## config.mk

```make
export PLATFORM = sky130hd
export DESIGN_NAME = key_matrix_event_detector
export DESIGN_NICKNAME = d
export VERILOG_FILES = /design/src/kmed_pkg.sv /design/src/kmed_row_lane.sv /design/src/kmed_merge.sv /design/src/kmed_event_emit.sv /design/src/key_matrix_event_detector.sv
export SDC_FILE = /design/constraint.sdc
export NUM_CORES = 1
export LEC_CHECK = 0
export ABC_CLOCK_PERIOD_IN_PS = 5810
export BUFFER_PORTS_ARGS = -buffer_cell sky130_fd_sc_hd__buf_2
export CAP_MARGIN = 30
export CORE_ASPECT_RATIO = 1.4
export CORE_MARGIN = 5
export CORE_UTILIZATION = 40
export DETAILED_ROUTE_END_ITERATION = 6
export GPL_ROUTABILITY_DRIVEN = 1
export SLEW_MARGIN = 25
export SYNTH_ARGS = -nofsm -noshare
export SYNTH_HDL_FRONTEND = slang
export SYNTH_SLANG_ARGS = --single-unit
```

## constraint.sdc

```tcl
create_clock -name aclk -period 5.81 [get_ports aclk]
set_input_delay 0.581 -clock aclk [delete_from_list [all_inputs] [get_ports aclk]]
set_output_delay 0.581 -clock aclk [all_outputs]
set_load 0.02 [all_outputs]
```

## src/kmed_pkg.sv

```systemverilog
// ----------------------------------------------------------------------------
// kmed_pkg
// Shared types, constants and the matrix-to-key map of the key matrix
// event detector.
// ----------------------------------------------------------------------------
package kmed_pkg;

    localparam int KEY_COUNT  = 18;
    localparam int ROW_COUNT  = 3;
    localparam int COL_COUNT  = 6;
    localparam int KEY_W      = 5;
    localparam int LEVEL_W    = 6;
    localparam int ROW_CNT_W  = 3;    // pressed keys in one row, 0..6
    localparam int HELD_W     = 5;    // pressed keys in one scan, 0..18
    localparam int ROW_IDX_W  = 2;

    localparam logic [HELD_W-1:0] MAX_HELD_RESET = HELD_W'(2);

    localparam logic [ROW_IDX_W-1:0] ROW_1 = 2'd0;
    localparam logic [ROW_IDX_W-1:0] ROW_2 = 2'd1;
    localparam logic [ROW_IDX_W-1:0] ROW_3 = 2'd2;

    // Logical key for each row and column (column 1 first)
    localparam logic [KEY_W-1:0] KEY_MAP [ROW_COUNT][COL_COUNT] = '{
        '{5'd13, 5'd14, 5'd15, 5'd16, 5'd17, 5'd3},
        '{5'd2,  5'd8,  5'd6,  5'd10, 5'd1,  5'd0},
        '{5'd4,  5'd5,  5'd7,  5'd9,  5'd11, 5'd12}
    };

    typedef logic [KEY_COUNT-1:0] key_vec_t;

    typedef struct packed {
        logic [LEVEL_W-1:0] row1_levels;
        logic [LEVEL_W-1:0] row2_levels;
        logic [LEVEL_W-1:0] row3_levels;
    } kmed_in_t;

    typedef struct packed {
        logic [KEY_W-1:0] key_index;
        logic             event_kind;
        logic             last_event;
    } kmed_out_t;

    // What one row lane found
    typedef struct packed {
        key_vec_t             key_bits;
        logic [ROW_CNT_W-1:0] held_count;
    } kmed_lane_t;

    // Merged scan handed to the event emitter
    typedef struct packed {
        key_vec_t event_mask;
        key_vec_t now_keys;
    } kmed_scan_t;

endpackage

```

## src/kmed_row_lane.sv

```systemverilog
// ----------------------------------------------------------------------------
// kmed_row_lane
// Decodes the active-low column levels of one driven row into logical key
// bits and counts the keys pressed in that row.
// ----------------------------------------------------------------------------
module kmed_row_lane
    import kmed_pkg::*;
(
    input  logic [ROW_IDX_W-1:0] row_sel,
    input  logic [LEVEL_W-1:0]   levels,
    output kmed_lane_t           lane
);

    // Place each pressed column on its logical key and count it
    always_comb begin
        lane = '0;
        for (int c = 0; c < COL_COUNT; c++) begin
            if (!levels[c]) begin
                lane.key_bits[KEY_MAP[row_sel][c]] = 1'b1;
                lane.held_count = lane.held_count + ROW_CNT_W'(1);
            end
        end
    end

endmodule

```

## src/kmed_merge.sv

```systemverilog
// ----------------------------------------------------------------------------
// kmed_merge
// Combines the three row lanes, applies the held-key limit and keeps the
// key states of the previous scan.
// ----------------------------------------------------------------------------
module kmed_merge
    import kmed_pkg::*;
(
    input  logic              aclk,
    input  logic              aresetn,
    input  logic              cfg_wr_en,
    input  logic [HELD_W-1:0] cfg_wr_data,
    input  logic              scan_accept,
    input  kmed_lane_t        lane_1,
    input  kmed_lane_t        lane_2,
    input  kmed_lane_t        lane_3,
    output kmed_scan_t        scan
);

    key_vec_t          prev_pressed_reg;
    key_vec_t          prev_pressed_next;
    logic [HELD_W-1:0] max_held_reg;
    logic [HELD_W-1:0] max_held_next;
    logic [HELD_W-1:0] held_total;
    logic              suppress;

    // Merge lanes and decide whether this scan reports
    always_comb begin
        scan.now_keys = lane_1.key_bits | lane_2.key_bits | lane_3.key_bits;
        held_total    = HELD_W'(lane_1.held_count) + HELD_W'(lane_2.held_count)
                      + HELD_W'(lane_3.held_count);
        suppress      = held_total > max_held_reg;
        scan.event_mask = suppress ? '0 : (scan.now_keys ^ prev_pressed_reg);
    end

    // Take the new key states on every accepted scan; take limit writes
    always_comb begin
        prev_pressed_next = scan_accept ? scan.now_keys : prev_pressed_reg;
        max_held_next     = cfg_wr_en ? cfg_wr_data : max_held_reg;
    end

    always_ff @(posedge aclk) begin
        if (!aresetn) begin
            prev_pressed_reg <= '0;
            max_held_reg     <= MAX_HELD_RESET;
        end else begin
            prev_pressed_reg <= prev_pressed_next;
            max_held_reg     <= max_held_next;
        end
    end

endmodule

```

## src/kmed_event_emit.sv

```systemverilog
// ----------------------------------------------------------------------------
// kmed_event_emit
// Holds the changed keys of one scan and hands them out in ascending key
// order, one per cycle unless stalled, via an output register; marks the last.
// ----------------------------------------------------------------------------
module kmed_event_emit
    import kmed_pkg::*;
(
    input  logic       aclk,
    input  logic       aresetn,
    input  logic       scan_accept,
    input  kmed_scan_t scan,
    output logic       idle,
    output logic       m_valid,
    input  logic       m_ready,
    output kmed_out_t  m_data
);

    key_vec_t   pending_reg;
    key_vec_t   pending_next;
    key_vec_t   level_reg;
    key_vec_t   level_next;
    logic       m_valid_reg;
    logic       m_valid_next;
    kmed_out_t  m_data_reg;
    kmed_out_t  m_data_next;
    key_vec_t   low_bit;
    key_vec_t   rest;
    logic [KEY_W-1:0] low_index;
    logic       out_free;

    assign idle    = (pending_reg == '0);
    assign m_valid = m_valid_reg;
    assign m_data  = m_data_reg;
    assign out_free = !m_valid_reg || m_ready;

    // Pick the lowest pending key
    always_comb begin
        low_bit   = pending_reg & (~pending_reg + key_vec_t'(1));
        rest      = pending_reg & ~low_bit;
        low_index = '0;
        for (int k = KEY_COUNT - 1; k >= 0; k--) begin
            if (pending_reg[k]) begin
                low_index = KEY_W'(k);
            end
        end
    end

    // Advance the event queue and load the output register; a new scan is
    // only taken while the queue is empty, so both never act together
    always_comb begin
        pending_next = pending_reg;
        level_next   = level_reg;
        m_valid_next = m_valid_reg;
        m_data_next  = m_data_reg;
        if (out_free) begin
            if (pending_reg != '0) begin
                m_valid_next           = 1'b1;
                m_data_next.key_index  = low_index;
                m_data_next.event_kind = level_reg[low_index];
                m_data_next.last_event = (rest == '0);
                pending_next           = rest;
            end else begin
                m_valid_next = 1'b0;
            end
        end
        if (scan_accept) begin
            pending_next = scan.event_mask;
            level_next   = scan.now_keys;
        end
    end

    always_ff @(posedge aclk) begin
        if (!aresetn) begin
            pending_reg <= '0;
            m_valid_reg <= 1'b0;
        end else begin
            pending_reg <= pending_next;
            m_valid_reg <= m_valid_next;
        end
    end

    always_ff @(posedge aclk) begin
        level_reg  <= level_next;
        m_data_reg <= m_data_next;
    end

    // Each emitted event removes exactly one pending key
    a_one_per_cycle: assert property (@(posedge aclk) disable iff (!aresetn)
        (!scan_accept && out_free && pending_reg != '0) |=>
            ($countones(pending_reg) == $countones($past(pending_reg)) - 1))
        else $error("pending keys not reduced by one per event");

    // Only valid keys are reported
    a_key_range: assert property (@(posedge aclk) disable iff (!aresetn)
        m_valid_reg |-> (m_data_reg.key_index < KEY_W'(KEY_COUNT)))
        else $error("event key index out of range");

    // A non-final event means the rest of its scan is still queued
    a_last_mark: assert property (@(posedge aclk) disable iff (!aresetn)
        (m_valid_reg && !m_data_reg.last_event) |-> (pending_reg != '0))
        else $error("event not marked last but nothing left to emit");

endmodule

```

## src/key_matrix_event_detector.sv

```systemverilog
// ----------------------------------------------------------------------------
// key_matrix_event_detector
// Turns full scans of a 3 x 6 key matrix into press and release events,
// one per changed key, in ascending key order.
//
//   Port group   Handshake          Payload
//   s_*          s_valid/s_ready    kmed_in_t  (three rows of column levels)
//   m_*          m_valid/m_ready    kmed_out_t (key, kind, last marker)
//   cfg_*        cfg_wr_en          max_held_keys, 5 bits
//
// Three row lanes decode a scan and the merge stage compares it with the
// stored key states in the cycle it is accepted.
// A scan with N changed keys leaves as N events (none past the held-key
// limit), one per cycle while m_ready allows, from the single event
// emitter; s_ready returns once the final event is loaded into the
// output register. A stall on m_ready holds that register and the queue.
// Reset: all keys released, max_held_keys = 2, no event pending.
// ----------------------------------------------------------------------------
module key_matrix_event_detector
    import kmed_pkg::*;
(
    input  logic              aclk,
    input  logic              aresetn,
    input  logic              s_valid,
    output logic              s_ready,
    input  kmed_in_t          s_data,
    output logic              m_valid,
    input  logic              m_ready,
    output kmed_out_t         m_data,
    input  logic              cfg_wr_en,
    input  logic [HELD_W-1:0] cfg_wr_data
);

    kmed_lane_t lane_1;
    kmed_lane_t lane_2;
    kmed_lane_t lane_3;
    kmed_scan_t scan;
    logic       emit_idle;
    logic       scan_accept;

    // Take a new scan only once the previous one is fully queued out
    assign s_ready     = emit_idle;
    assign scan_accept = s_valid && s_ready;

    kmed_row_lane u_lane_1 (
        .row_sel (ROW_1),
        .levels  (s_data.row1_levels),
        .lane    (lane_1)
    );

    kmed_row_lane u_lane_2 (
        .row_sel (ROW_2),
        .levels  (s_data.row2_levels),
        .lane    (lane_2)
    );

    kmed_row_lane u_lane_3 (
        .row_sel (ROW_3),
        .levels  (s_data.row3_levels),
        .lane    (lane_3)
    );

    kmed_merge u_merge (
        .aclk        (aclk),
        .aresetn     (aresetn),
        .cfg_wr_en   (cfg_wr_en),
        .cfg_wr_data (cfg_wr_data),
        .scan_accept (scan_accept),
        .lane_1      (lane_1),
        .lane_2      (lane_2),
        .lane_3      (lane_3),
        .scan        (scan)
    );

    kmed_event_emit u_emit (
        .aclk        (aclk),
        .aresetn     (aresetn),
        .scan_accept (scan_accept),
        .scan        (scan),
        .idle        (emit_idle),
        .m_valid     (m_valid),
        .m_ready     (m_ready),
        .m_data      (m_data)
    );

endmodule
```

==> results of run 1 <==
## cells in the mapped netlist, types with 3 or more instances
cell type | n | share of area [%]
dfxtp_1 | 42 | 19
inv_1 | 38 | 3.3
nand2_1 | 33 | 2.8
nor2_1 | 33 | 2.8
ha_1 | 30 | 8.6
xnor2_1 | 26 | 5.2
edfxtp_1 | 25 | 17
xor2_1 | 20 | 4.0
clkbuf_1 | 18 | 1.5
o211a_1 | 18 | 4.1
nor2b_1 | 16 | 2.3
a21oi_1 | 14 | 1.6
and2_1 | 12 | 1.7
o31ai_1 | 11 | 1.9
nor3_1 | 10 | 1.1
o21ai_0 | 10 | 1.1
o21a_1 | 9 | 1.5
mux2i_1 | 8 | 1.8
o21ai_1 | 8 | 0.92
mux2_2 | 7 | 1.8
buf_2 | 6 | 0.69
o31a_1 | 6 | 1.2
nand3_1 | 5 | 0.57
a21o_1 | 4 | 0.69
and3_1 | 4 | 0.57
nand2b_1 | 4 | 0.57
a22oi_1 | 3 | 0.51
maj3_1 | 3 | 0.69
nor4_1 | 3 | 0.43
o211ai_1 | 3 | 0.51
or3_1 | 3 | 0.43
## through the flow
stage               std cells  worst slack, ns  util, %
floorplan                 468            0.584        -
global placement          620            0.436     42.8
detailed placement        621            0.271     42.8
CTS                       637            0.562     45.7
global route              638            0.138     45.9
finish                    638            0.592     45.9
## worst min-delay path: stages
cell      delay, ns
buf_2          0.07
nand2_1        0.04
o211ai_1       0.07
## cell families after synthesis
logic type	share of synthesized area, %
AOI/OAI and AO/OA	18.2
xor gates and xnor gates	9.21
adders and majority gates	10.2
buffers and inverters	6.01
DFF	36.4
muxes	4.46
and+or+nand+nor	15.6
## layer usage
layer  part of all wire (%)  global-route usage [%]  wire, microns
met4                    5.6                    11.1            546
met2                     51                    27.1           4920
met5                      0                       0              0
met3                    3.4                    3.14            326
met1                     40                    16.7           3900
## how the worst max path moves through the flow
| stage | endpoint | slack (ns) |
|---|---|---|
| floorplan | u_emit.pending_reg[12] | 0.58 |
| global placement | u_emit.pending_reg[3] | 0.44 |
| detailed placement | u_emit.pending_reg[3] | 0.27 |
| CTS | u_emit.pending_reg[3] | 0.56 |
| global route | u_emit.pending_reg[3] | 0.14 |
| finish | u_emit.pending_reg[3] | 0.59 |
## area by class of cell
cell class	instances	area share, %
inverter	39	2.95
sequential	67	32.1
clock inverter	5	0.983
multi-input combinational	336	50.8
tap	141	3.55
clock buffer	11	5.32
timing repair buffer	39	4.34
==> metrics, run 1 <==
# rows=45; synthesized instance count=468; CP peak stage delay=0.43 ns; worst reg2reg path depth=8; IO Pins=37; CP delay by family, top=adder cells; FF/Latch Area=0.00159 sq mm; CP startpoint kind=input pin; Slew @ Worst Pin=0.775 ns; H-Tree Depth=3; #FFs+latches synth=67; number of port buffers=36; DP HPWL=7330 microns; unrepaired setup endpoints after global routing=false; CP endpoint kind=flop; fill count=1077; synth warn=0; number of global-route vias before repair=3369; status=complete, no violations; cts bufs inserted=9; syn_nets=528; die area=0.0132 sq mm; CTS sink cnt=67; DR iter-0 viols=188; hold path startpoint=cfg_wr_data[1]; ys async rst share=0%; Clk pin slew, worst setup/hold paths=0.05 ns; Worst Hold Class=input pin to flop; crit path max-delay cell type=fa_1; Hold Buf Count CTS=0; Critical Path Start=s_data[6]; Arrival @ worst endpoint=5.50 ns; antenna fix cells=0; Post-synth EDFFs=25; total negative setup slack=0 ns; Routed WL=9690 microns; Slew Limit Fails=0; worst r2r src=u_emit.pending_reg[0]; # DRC=0; Final Hold Viols=0; first-pass GRT wire length=16100 microns; WL/cell=15.2 microns; largest net degree at the start of global routing=55; Distinct cells, synth=62; ys flop type=dfxtp_1; Vias=3346; routability-driven placement congestion ratio=0.891; sequential area share after synthesis=36.4%; Worst Hold Path EP=u_merge.max_held_reg[1]; ANT nets after route=0; antenna violations before repair=0; fin area=0.00496 sq mm; synthesized area=0.00438 sq mm; Die H=134 microns; crit-path cells=buf_2, inv_1, ha_1, xnor2_1, ha_1, mux2i_1, xnor2_1, o21ai_0, ha_1, mux2_2, inv_1, fa_1, inv_1, fa_1, ha_1, nor2b_1, o21a_1, o21a_1, o21ai_0, a22oi_1, buf_4, o32ai_1, and2_1; Max FO, Critical Path=18; critical path depth in cells=23; vias per cell=5.24; CTS max path bufs=2; Final #Nets=552; worst hold slack=0.469 ns; most common cell after layout, fill and taps aside=dfxtp_1; part of the cycle the worst path needs=89.8%; multi-input logic area=0.00252 sq mm; cell mode on critical path=ha_1; CTS tree=yes; layout cells sized above 1=15.1%; Setup Buffers After CTS=0; Setup Viol. Count Final=0; worst r2r dst=u_merge.prev_pressed_reg[2]; clock skew=0.00331 ns; critical path class=input pin to flop; commonest non-fill, non-tap cells in the layout=42 x dfxtp_1, 38 x inv_1, 36 x buf_2; average cell area after synthesis=9.35 sq um; Fmax achieved=192 MHz; Layout area overhead=13.4%; Max-Cap Viols=0; CTS Root Cell=clkbuf_16; post_cts resized=0; Clk Latency, worst-skew pair=0.34 ns; Core Region=0.0108 sq mm; Horiz. Die Dim=98.4 microns; Worst Path Buf+Inv=5; worst hold stages=3; placed instance area=0.00463 sq mm; Relative slew margins=48.3%; R2R setup slack=2.97 ns; GRT Total Usage=15.6%; GRT Residual Overflow=0; Min Clock Period, post-route=5.22 ns; Starting Density=40.5%; number of iterations in the first detailed-routing pass=4; Worst Path Required=6.09 ns
Power of run 1 is not shown: default switching activity piles up to over one toggle a cycle in this logic, so the estimate is an artifact.
==> inputs of run 2 (changes only) <==
--- a/config.mk
+++ b/config.mk
@@ -5,6 +5,7 @@
 export SDC_FILE = /design/constraint.sdc
 export NUM_CORES = 1
 export LEC_CHECK = 0
+export ABC_AREA = 1
 export ABC_CLOCK_PERIOD_IN_PS = 5810
 export BUFFER_PORTS_ARGS = -buffer_cell sky130_fd_sc_hd__buf_2
 export CAP_MARGIN = 30
==> metrics, run 2 <==
top cells by count, synth=84 x nand2_1, 77 x inv_1, 44 x o21ai_0; synthesized instance count=540 (+15%); Layout area overhead=13.1%; part of the cycle the worst path needs=87.0% (-2.8 points); Slew @ Worst Pin=0.667 ns (-0.108 ns); number of iterations in the first detailed-routing pass=4 (unchanged); CP endpoint kind=flop; CP startpoint kind=input pin; Peak VDD IR=0.437 mV; Min Clock Period, post-route=5.06 ns (-0.163 ns); status=complete, no violations; antenna violations before repair=0 (unchanged); leakage power=2.22 nW; Die H=133 microns (-0.55%); ys async rst share=0% (unchanged); Final #Nets=630 (+14%); IO Pins=37 (unchanged); Slew Limit Fails=0 (unchanged); average cell area after synthesis=8.01 sq um (-14%); commonest non-fill, non-tap cells in the layout=84 x nand2_1, 77 x inv_1, 44 x o21ai_0; first-pass GRT wire length=15600 microns (-3.2%); Worst Path Required=6.08 ns (about the same); CTS tree=yes; switch share=44.1%; GRT Total Usage=15.0% (-0.61 points); Setup Buffers After CTS=0 (unchanged); Distinct cells, synth=38 (-39%); Setup Viol. Count Final=0 (unchanged); Core Region=0.0107 sq mm (-1.0%); Vias=3507 (+4.8%); post-route total power=2.60 mW; synthesized area=0.00432 sq mm (-1.2%); Power Density=531 mW/mm^2; Fmax achieved=198 MHz (+3.2%); ys flop type=dfxtp_1; Post-synth EDFFs=25 (unchanged); P_int=1.45 mW; most common cell in the synthesized netlist=nand2_1; GRT Residual Overflow=0 (unchanged); Routed WL=9460 microns (-2.3%); number of global-route vias before repair=3372 (+0.089%); Max-Cap Viols=0 (unchanged); # rows=45 (unchanged); cts bufs inserted=9 (unchanged); unrepaired setup endpoints after global routing=false; total negative setup slack=0 ns (unchanged); H-Tree Depth=3 (unchanged); Max FO, Critical Path=18 (unchanged); NetSw=1.15 mW; Hold Buf Count CTS=0 (unchanged); Final Hold Viols=0 (unchanged); Synth area leader=dfxtp_1; syn_nets=600 (+14%); vias per cell=4.90 (-6.6%); Worst Hold Class=flop to flop; DP HPWL=7280 microns (-0.65%); Clk Latency, worst-skew pair=0.33 ns (about the same); # DRC=0 (unchanged); Clk pin slew, worst setup/hold paths=0.05 ns (about the same); die area=0.0130 sq mm (-1.1%); Horiz. Die Dim=97.9 microns (-0.52%); largest net degree at the start of global routing=72 (+31%); sequential area share after synthesis=36.8% (+0.43 points); WL/cell=13.2 microns (-13%); post-synth top area share=19.4% (+0.23 points); antenna fix cells=0 (unchanged); clock skew=0.00451 ns (+0.00119 ns); CTS Root Cell=clkbuf_16; Relative slew margins=55.5% (+7.2 points); ANT nets after route=0 (unchanged); critical path class=input pin to flop; Reg power frac=27.8%; Clk pwr share=19.8%; Starting Density=40.4% (-0.053 points); Comb pwr share=52.5%; Arrival @ worst endpoint=5.33 ns (-0.17 ns); post_cts resized=0 (unchanged); routability-driven placement congestion ratio=0.855 (-4.1%); top post-synthesis cells by area=dfxtp_1 19%, edfxtp_1 17%, ha_1 8.7%; CTS sink cnt=67 (unchanged); CTS max path bufs=2 (unchanged); number of port buffers=36 (unchanged); #FFs+latches synth=67 (unchanged); layout cells sized above 1=14.8% (-0.31 points); most common cell after layout, fill and taps aside=nand2_1; DR iter-0 viols=186 (-1.1%); synth warn=0 (unchanged)
[run 2: path summary, 6_finish.rpt]
kind	startpoint	endpoint	slack, ns	cells after the start
setup / recovery	s_data[7]	u_emit.pending_reg[16]	0.75	26
hold / removal	u_merge.max_held_reg[3]	u_merge.max_held_reg[3]	0.47	2
setup reg to reg	u_emit.pending_reg[0]	u_emit.pending_reg[9]	3.38	16
hold reg to reg	u_merge.max_held_reg[3]	u_merge.max_held_reg[3]	0.47	2
[run 2: critical path, stage by stage]
cell      delay [ns]
buf_2           0.16
inv_1           0.09
ha_1            0.31
xnor2_1         0.35
ha_1            0.30
nand2_1         0.08
nand2_1         0.07
xor2_1          0.15
o21ai_0         0.16
ha_1            0.26
a22oi_1         0.28
fa_1            0.47
inv_1           0.11
ha_1            0.24
a21o_1          0.15
a21oi_1         0.15
xor2_1          0.17
ha_1            0.25
nand2_1         0.07
o21ai_0         0.08
o21ai_1         0.08
buf_4           0.25
o21ai_0         0.12
a211oi_1        0.20
o21ai_0         0.12
inv_1           0.07
[run 2: layout make-up]
type / instances / area [sq um]
fill: 1107 / 5810
inverter: 87 / 330
multi-input combinational: 367 / 2300
sequential: 67 / 1590
timing repair buffer: 38 / 208
clock buffer: 14 / 274
tap: 141 / 176
clock inverter: 2 / 10.0
[run 2: cells by family (layout without fill, tap and decap cells)]
kind of cell | count (synthesis) | in the layout | share of synthesized area [%]
and+or+nand+nor | 184 | 184 | 19.6
AOI/OAI and AO/OA | 110 | 110 | 15.8
buffers and inverters | 106 | 141 | 9.95
DFF | 67 | 67 | 36.8
xor gates and xnor gates | 41 | 41 | 8.30
adders and majority gates | 32 | 32 | 9.61
[run 2: metal layers]
metal  share of wire (%)  up-vias  track usage, %
li1                    -     1834               -
met1                  41     1597            17.2
met2                  52       60            26.9
met3                 4.0       16            2.69
met4                 2.7        0            6.54
met5                   0        -               0
[run 2: power groups by stage]
stage          combinational, mW  sequential, mW  clock (mW)
6_report                    1.36           0.721       0.514
5_1_grt                     1.56           0.734       0.548
4_1_cts                     1.38           0.722       0.527
3_5_place_dp                1.38           0.731           0
3_3_place_gp                1.34           0.728           0
2_1_floorplan               1.04           0.752           0
[run 2: stage by stage]
stage | area (sq um) | util [%] | hold WS, ns | std cells | setup WS [ns]
after floorplan | 4320 | - | 0.437 | 540 | 0.797
after global placement | 4590 | 42.9 | 0.471 | 699 | 0.561
after detailed placement | 4590 | 42.9 | 0.476 | 699 | 0.421
after CTS | 4870 | 45.5 | 0.468 | 715 | 0.723
after global routing | 4890 | 45.7 | 0.479 | 716 | 0.224
final | 4890 | 45.7 | 0.472 | 716 | 0.755
No activity file was read; power rests on OpenSTA's default activity.
==> inputs of run 3 (changes only) <==
--- a/config.mk
+++ b/config.mk
@@ -12,6 +12,7 @@
 export CORE_ASPECT_RATIO = 1.4
 export CORE_MARGIN = 5
 export CORE_UTILIZATION = 40
+export CTS_BUF_LIST = sky130_fd_sc_hd__clkbuf_4 sky130_fd_sc_hd__clkbuf_8
 export DETAILED_ROUTE_END_ITERATION = 6
 export GPL_ROUTABILITY_DRIVEN = 1
 export SLEW_MARGIN = 25
==> metrics, run 3 (same netlist as run 2, synthesis figures left out) <==
die area=0.0130 sq mm (unchanged); part of the cycle the worst path needs=86.8% (-0.19 points); R2R setup slack=3.38 ns (about the same); met3 wire length=340 microns (-9.1%); Non-Filler Instances=716 (unchanged); Horiz. Die Dim=97.9 microns (unchanged); dpl cells=699 (unchanged); CTS tree=yes; post_cts resized=0 (unchanged); critical path class=input pin to flop; CTS Root Cell=clkbuf_8; Layout area overhead=11.0%; fill count=1123 (+1.4%); commonest non-fill, non-tap cells in the layout=84 x nand2_1, 77 x inv_1, 44 x o21ai_0; Core Util, Final=44.9% (-0.88 points); GRT Residual Overflow=0 (unchanged); # rows=45 (unchanged); first-pass GRT wire length=15600 microns (-0.26%); Vias=3493 (-0.40%); Peak VDD IR=0.443 mV (+1.4%); Max-Cap Viols=0 (unchanged); antenna fix cells=0 (unchanged); H-Tree Depth=3 (unchanged); Setup Viol. Count Final=0 (unchanged); Worst Path Required=6.10 ns (+0.02 ns); routability-driven placement congestion ratio=0.855 (unchanged); Core Region=0.0107 sq mm (unchanged); Fmax achieved=198 MHz (+0.22%); IO Pins=37 (unchanged); CTS sink cnt=67 (unchanged); Worst Hold Class=input pin to flop; CP delay by family, top=adder cells; CP peak stage delay=0.47 ns (about the same); DR iter-0 viols=152 (-18%); Clk Latency, worst-skew pair=0.35 ns (+0.02 ns); worst hold stages=3 (+1); hold path startpoint=cfg_wr_data[1]; Worst Hold Path EP=u_merge.max_held_reg[1]; CP endpoint kind=flop; Hold Buf Count CTS=0 (unchanged); number of iterations in the first detailed-routing pass=5 (+1); vias per cell=4.88 (-0.40%); WL/cell=13.2 microns (about the same); worst r2r src=u_emit.pending_reg[0]; Clk pin slew, worst setup/hold paths=0.07 ns (+0.02 ns); cell mode on critical path=ha_1; antenna violations before repair=0 (unchanged); Slew @ Worst Pin=0.673 ns (+0.00635 ns); Setup Buffers After CTS=0 (unchanged); Die H=133 microns (unchanged); unrepaired setup endpoints after global routing=false; leakage power=2.18 nW (-1.8%); max layer used=met4; Starting Density=40.4% (unchanged); GRT Total Usage=15.0% (about the same); layout cells sized above 1=15.1% (+0.35 points); most common cell after layout, fill and taps aside=nand2_1; DP HPWL=7280 microns (unchanged); status=complete, no violations; Min Clock Period, post-route=5.04 ns (-0.0110 ns); post-route total power=2.46 mW (-5.2%); Slew Limit Fails=0 (unchanged); cts bufs inserted=9 (unchanged); number of global-route vias before repair=3367 (-0.15%); worst reg2reg path depth=16 (unchanged); Worst Path Buf+Inv=5 (unchanged); Power Density=513 mW/mm^2 (-3.3%); Routed WL=9470 microns (about the same); total negative setup slack=0 ns (unchanged); CP startpoint kind=input pin; Final #Nets=630 (unchanged); number of port buffers=36 (unchanged); Max FO, Critical Path=18 (unchanged); largest net degree at the start of global routing=72 (unchanged); clock skew=0.00864 ns (+0.00413 ns); ANT nets after route=0 (unchanged); Arrival @ worst endpoint=5.33 ns (about the same); crit path max-delay cell type=fa_1; # DRC=0 (unchanged); M1 wire length=4000 microns (+1.9%); routed wl met2=4880 microns (-0.57%); Relative slew margins=55.1% (-0.42 points); Final Hold Viols=0 (unchanged); worst r2r dst=u_emit.pending_reg[10]; CTS max path bufs=2 (unchanged)
run 3: power by group:
part	total (mW)	leakage, nW	switching [mW]	internal (mW)
Combinational	1.37	1.49	0.893	0.476
Sequential	0.720	0.580	0.0678	0.652
Clock	0.374	0.103	0.175	0.198
Total	2.46	2.18	1.14	1.33
run 3: layer usage:
metal  up-vias  GRT usage [%]
met2        62           26.8
met5         -              0
met3        13           3.01
met4         0           6.31
li1       1829              -
met1      1589           17.2
run 3: worst max-delay path by stage:
stage / to / slack, ns / from / depth (start not counted)
after CTS: u_emit.pending_reg[16] / 0.75 / s_data[7] / 26
final: u_emit.pending_reg[16] / 0.77 / s_data[7] / 26
after global routing: u_emit.pending_reg[16] / 0.25 / s_data[7] / 26
after floorplan: u_emit.pending_reg[11] / 0.80 / s_data[6] / 22
after global placement: u_emit.pending_reg[16] / 0.56 / s_data[7] / 26
after detailed placement: u_emit.pending_reg[16] / 0.42 / s_data[7] / 26
run 3: area by class of cell:
class                   count  area, sq um  share of cell area [%]
clock buffers              14          180                    3.75
clock inverters             2         10.0                   0.209
inverters                  87          330                    6.88
multi-input cells         367         2300                    48.0
flip-flops and latches     67         1590                    33.2
well taps                 141          176                    3.68
repair buffers             38          208                    4.33
run 3: worst min-delay path, stage by stage:
cell and delay, ns:
buf_2 0.08, a21oi_1 0.05, o21ai_0 0.06
run 3: stage by stage:
step	instance area [sq um]	hold WS, ns	worst slack, ns
2_1_floorplan	4320	0.437	0.797
3_3_place_gp	4590	0.471	0.561
3_5_place_dp	4590	0.476	0.421
4_1_cts	4780	0.440	0.745
5_1_grt	4800	0.450	0.249
6_report	4800	0.461	0.766
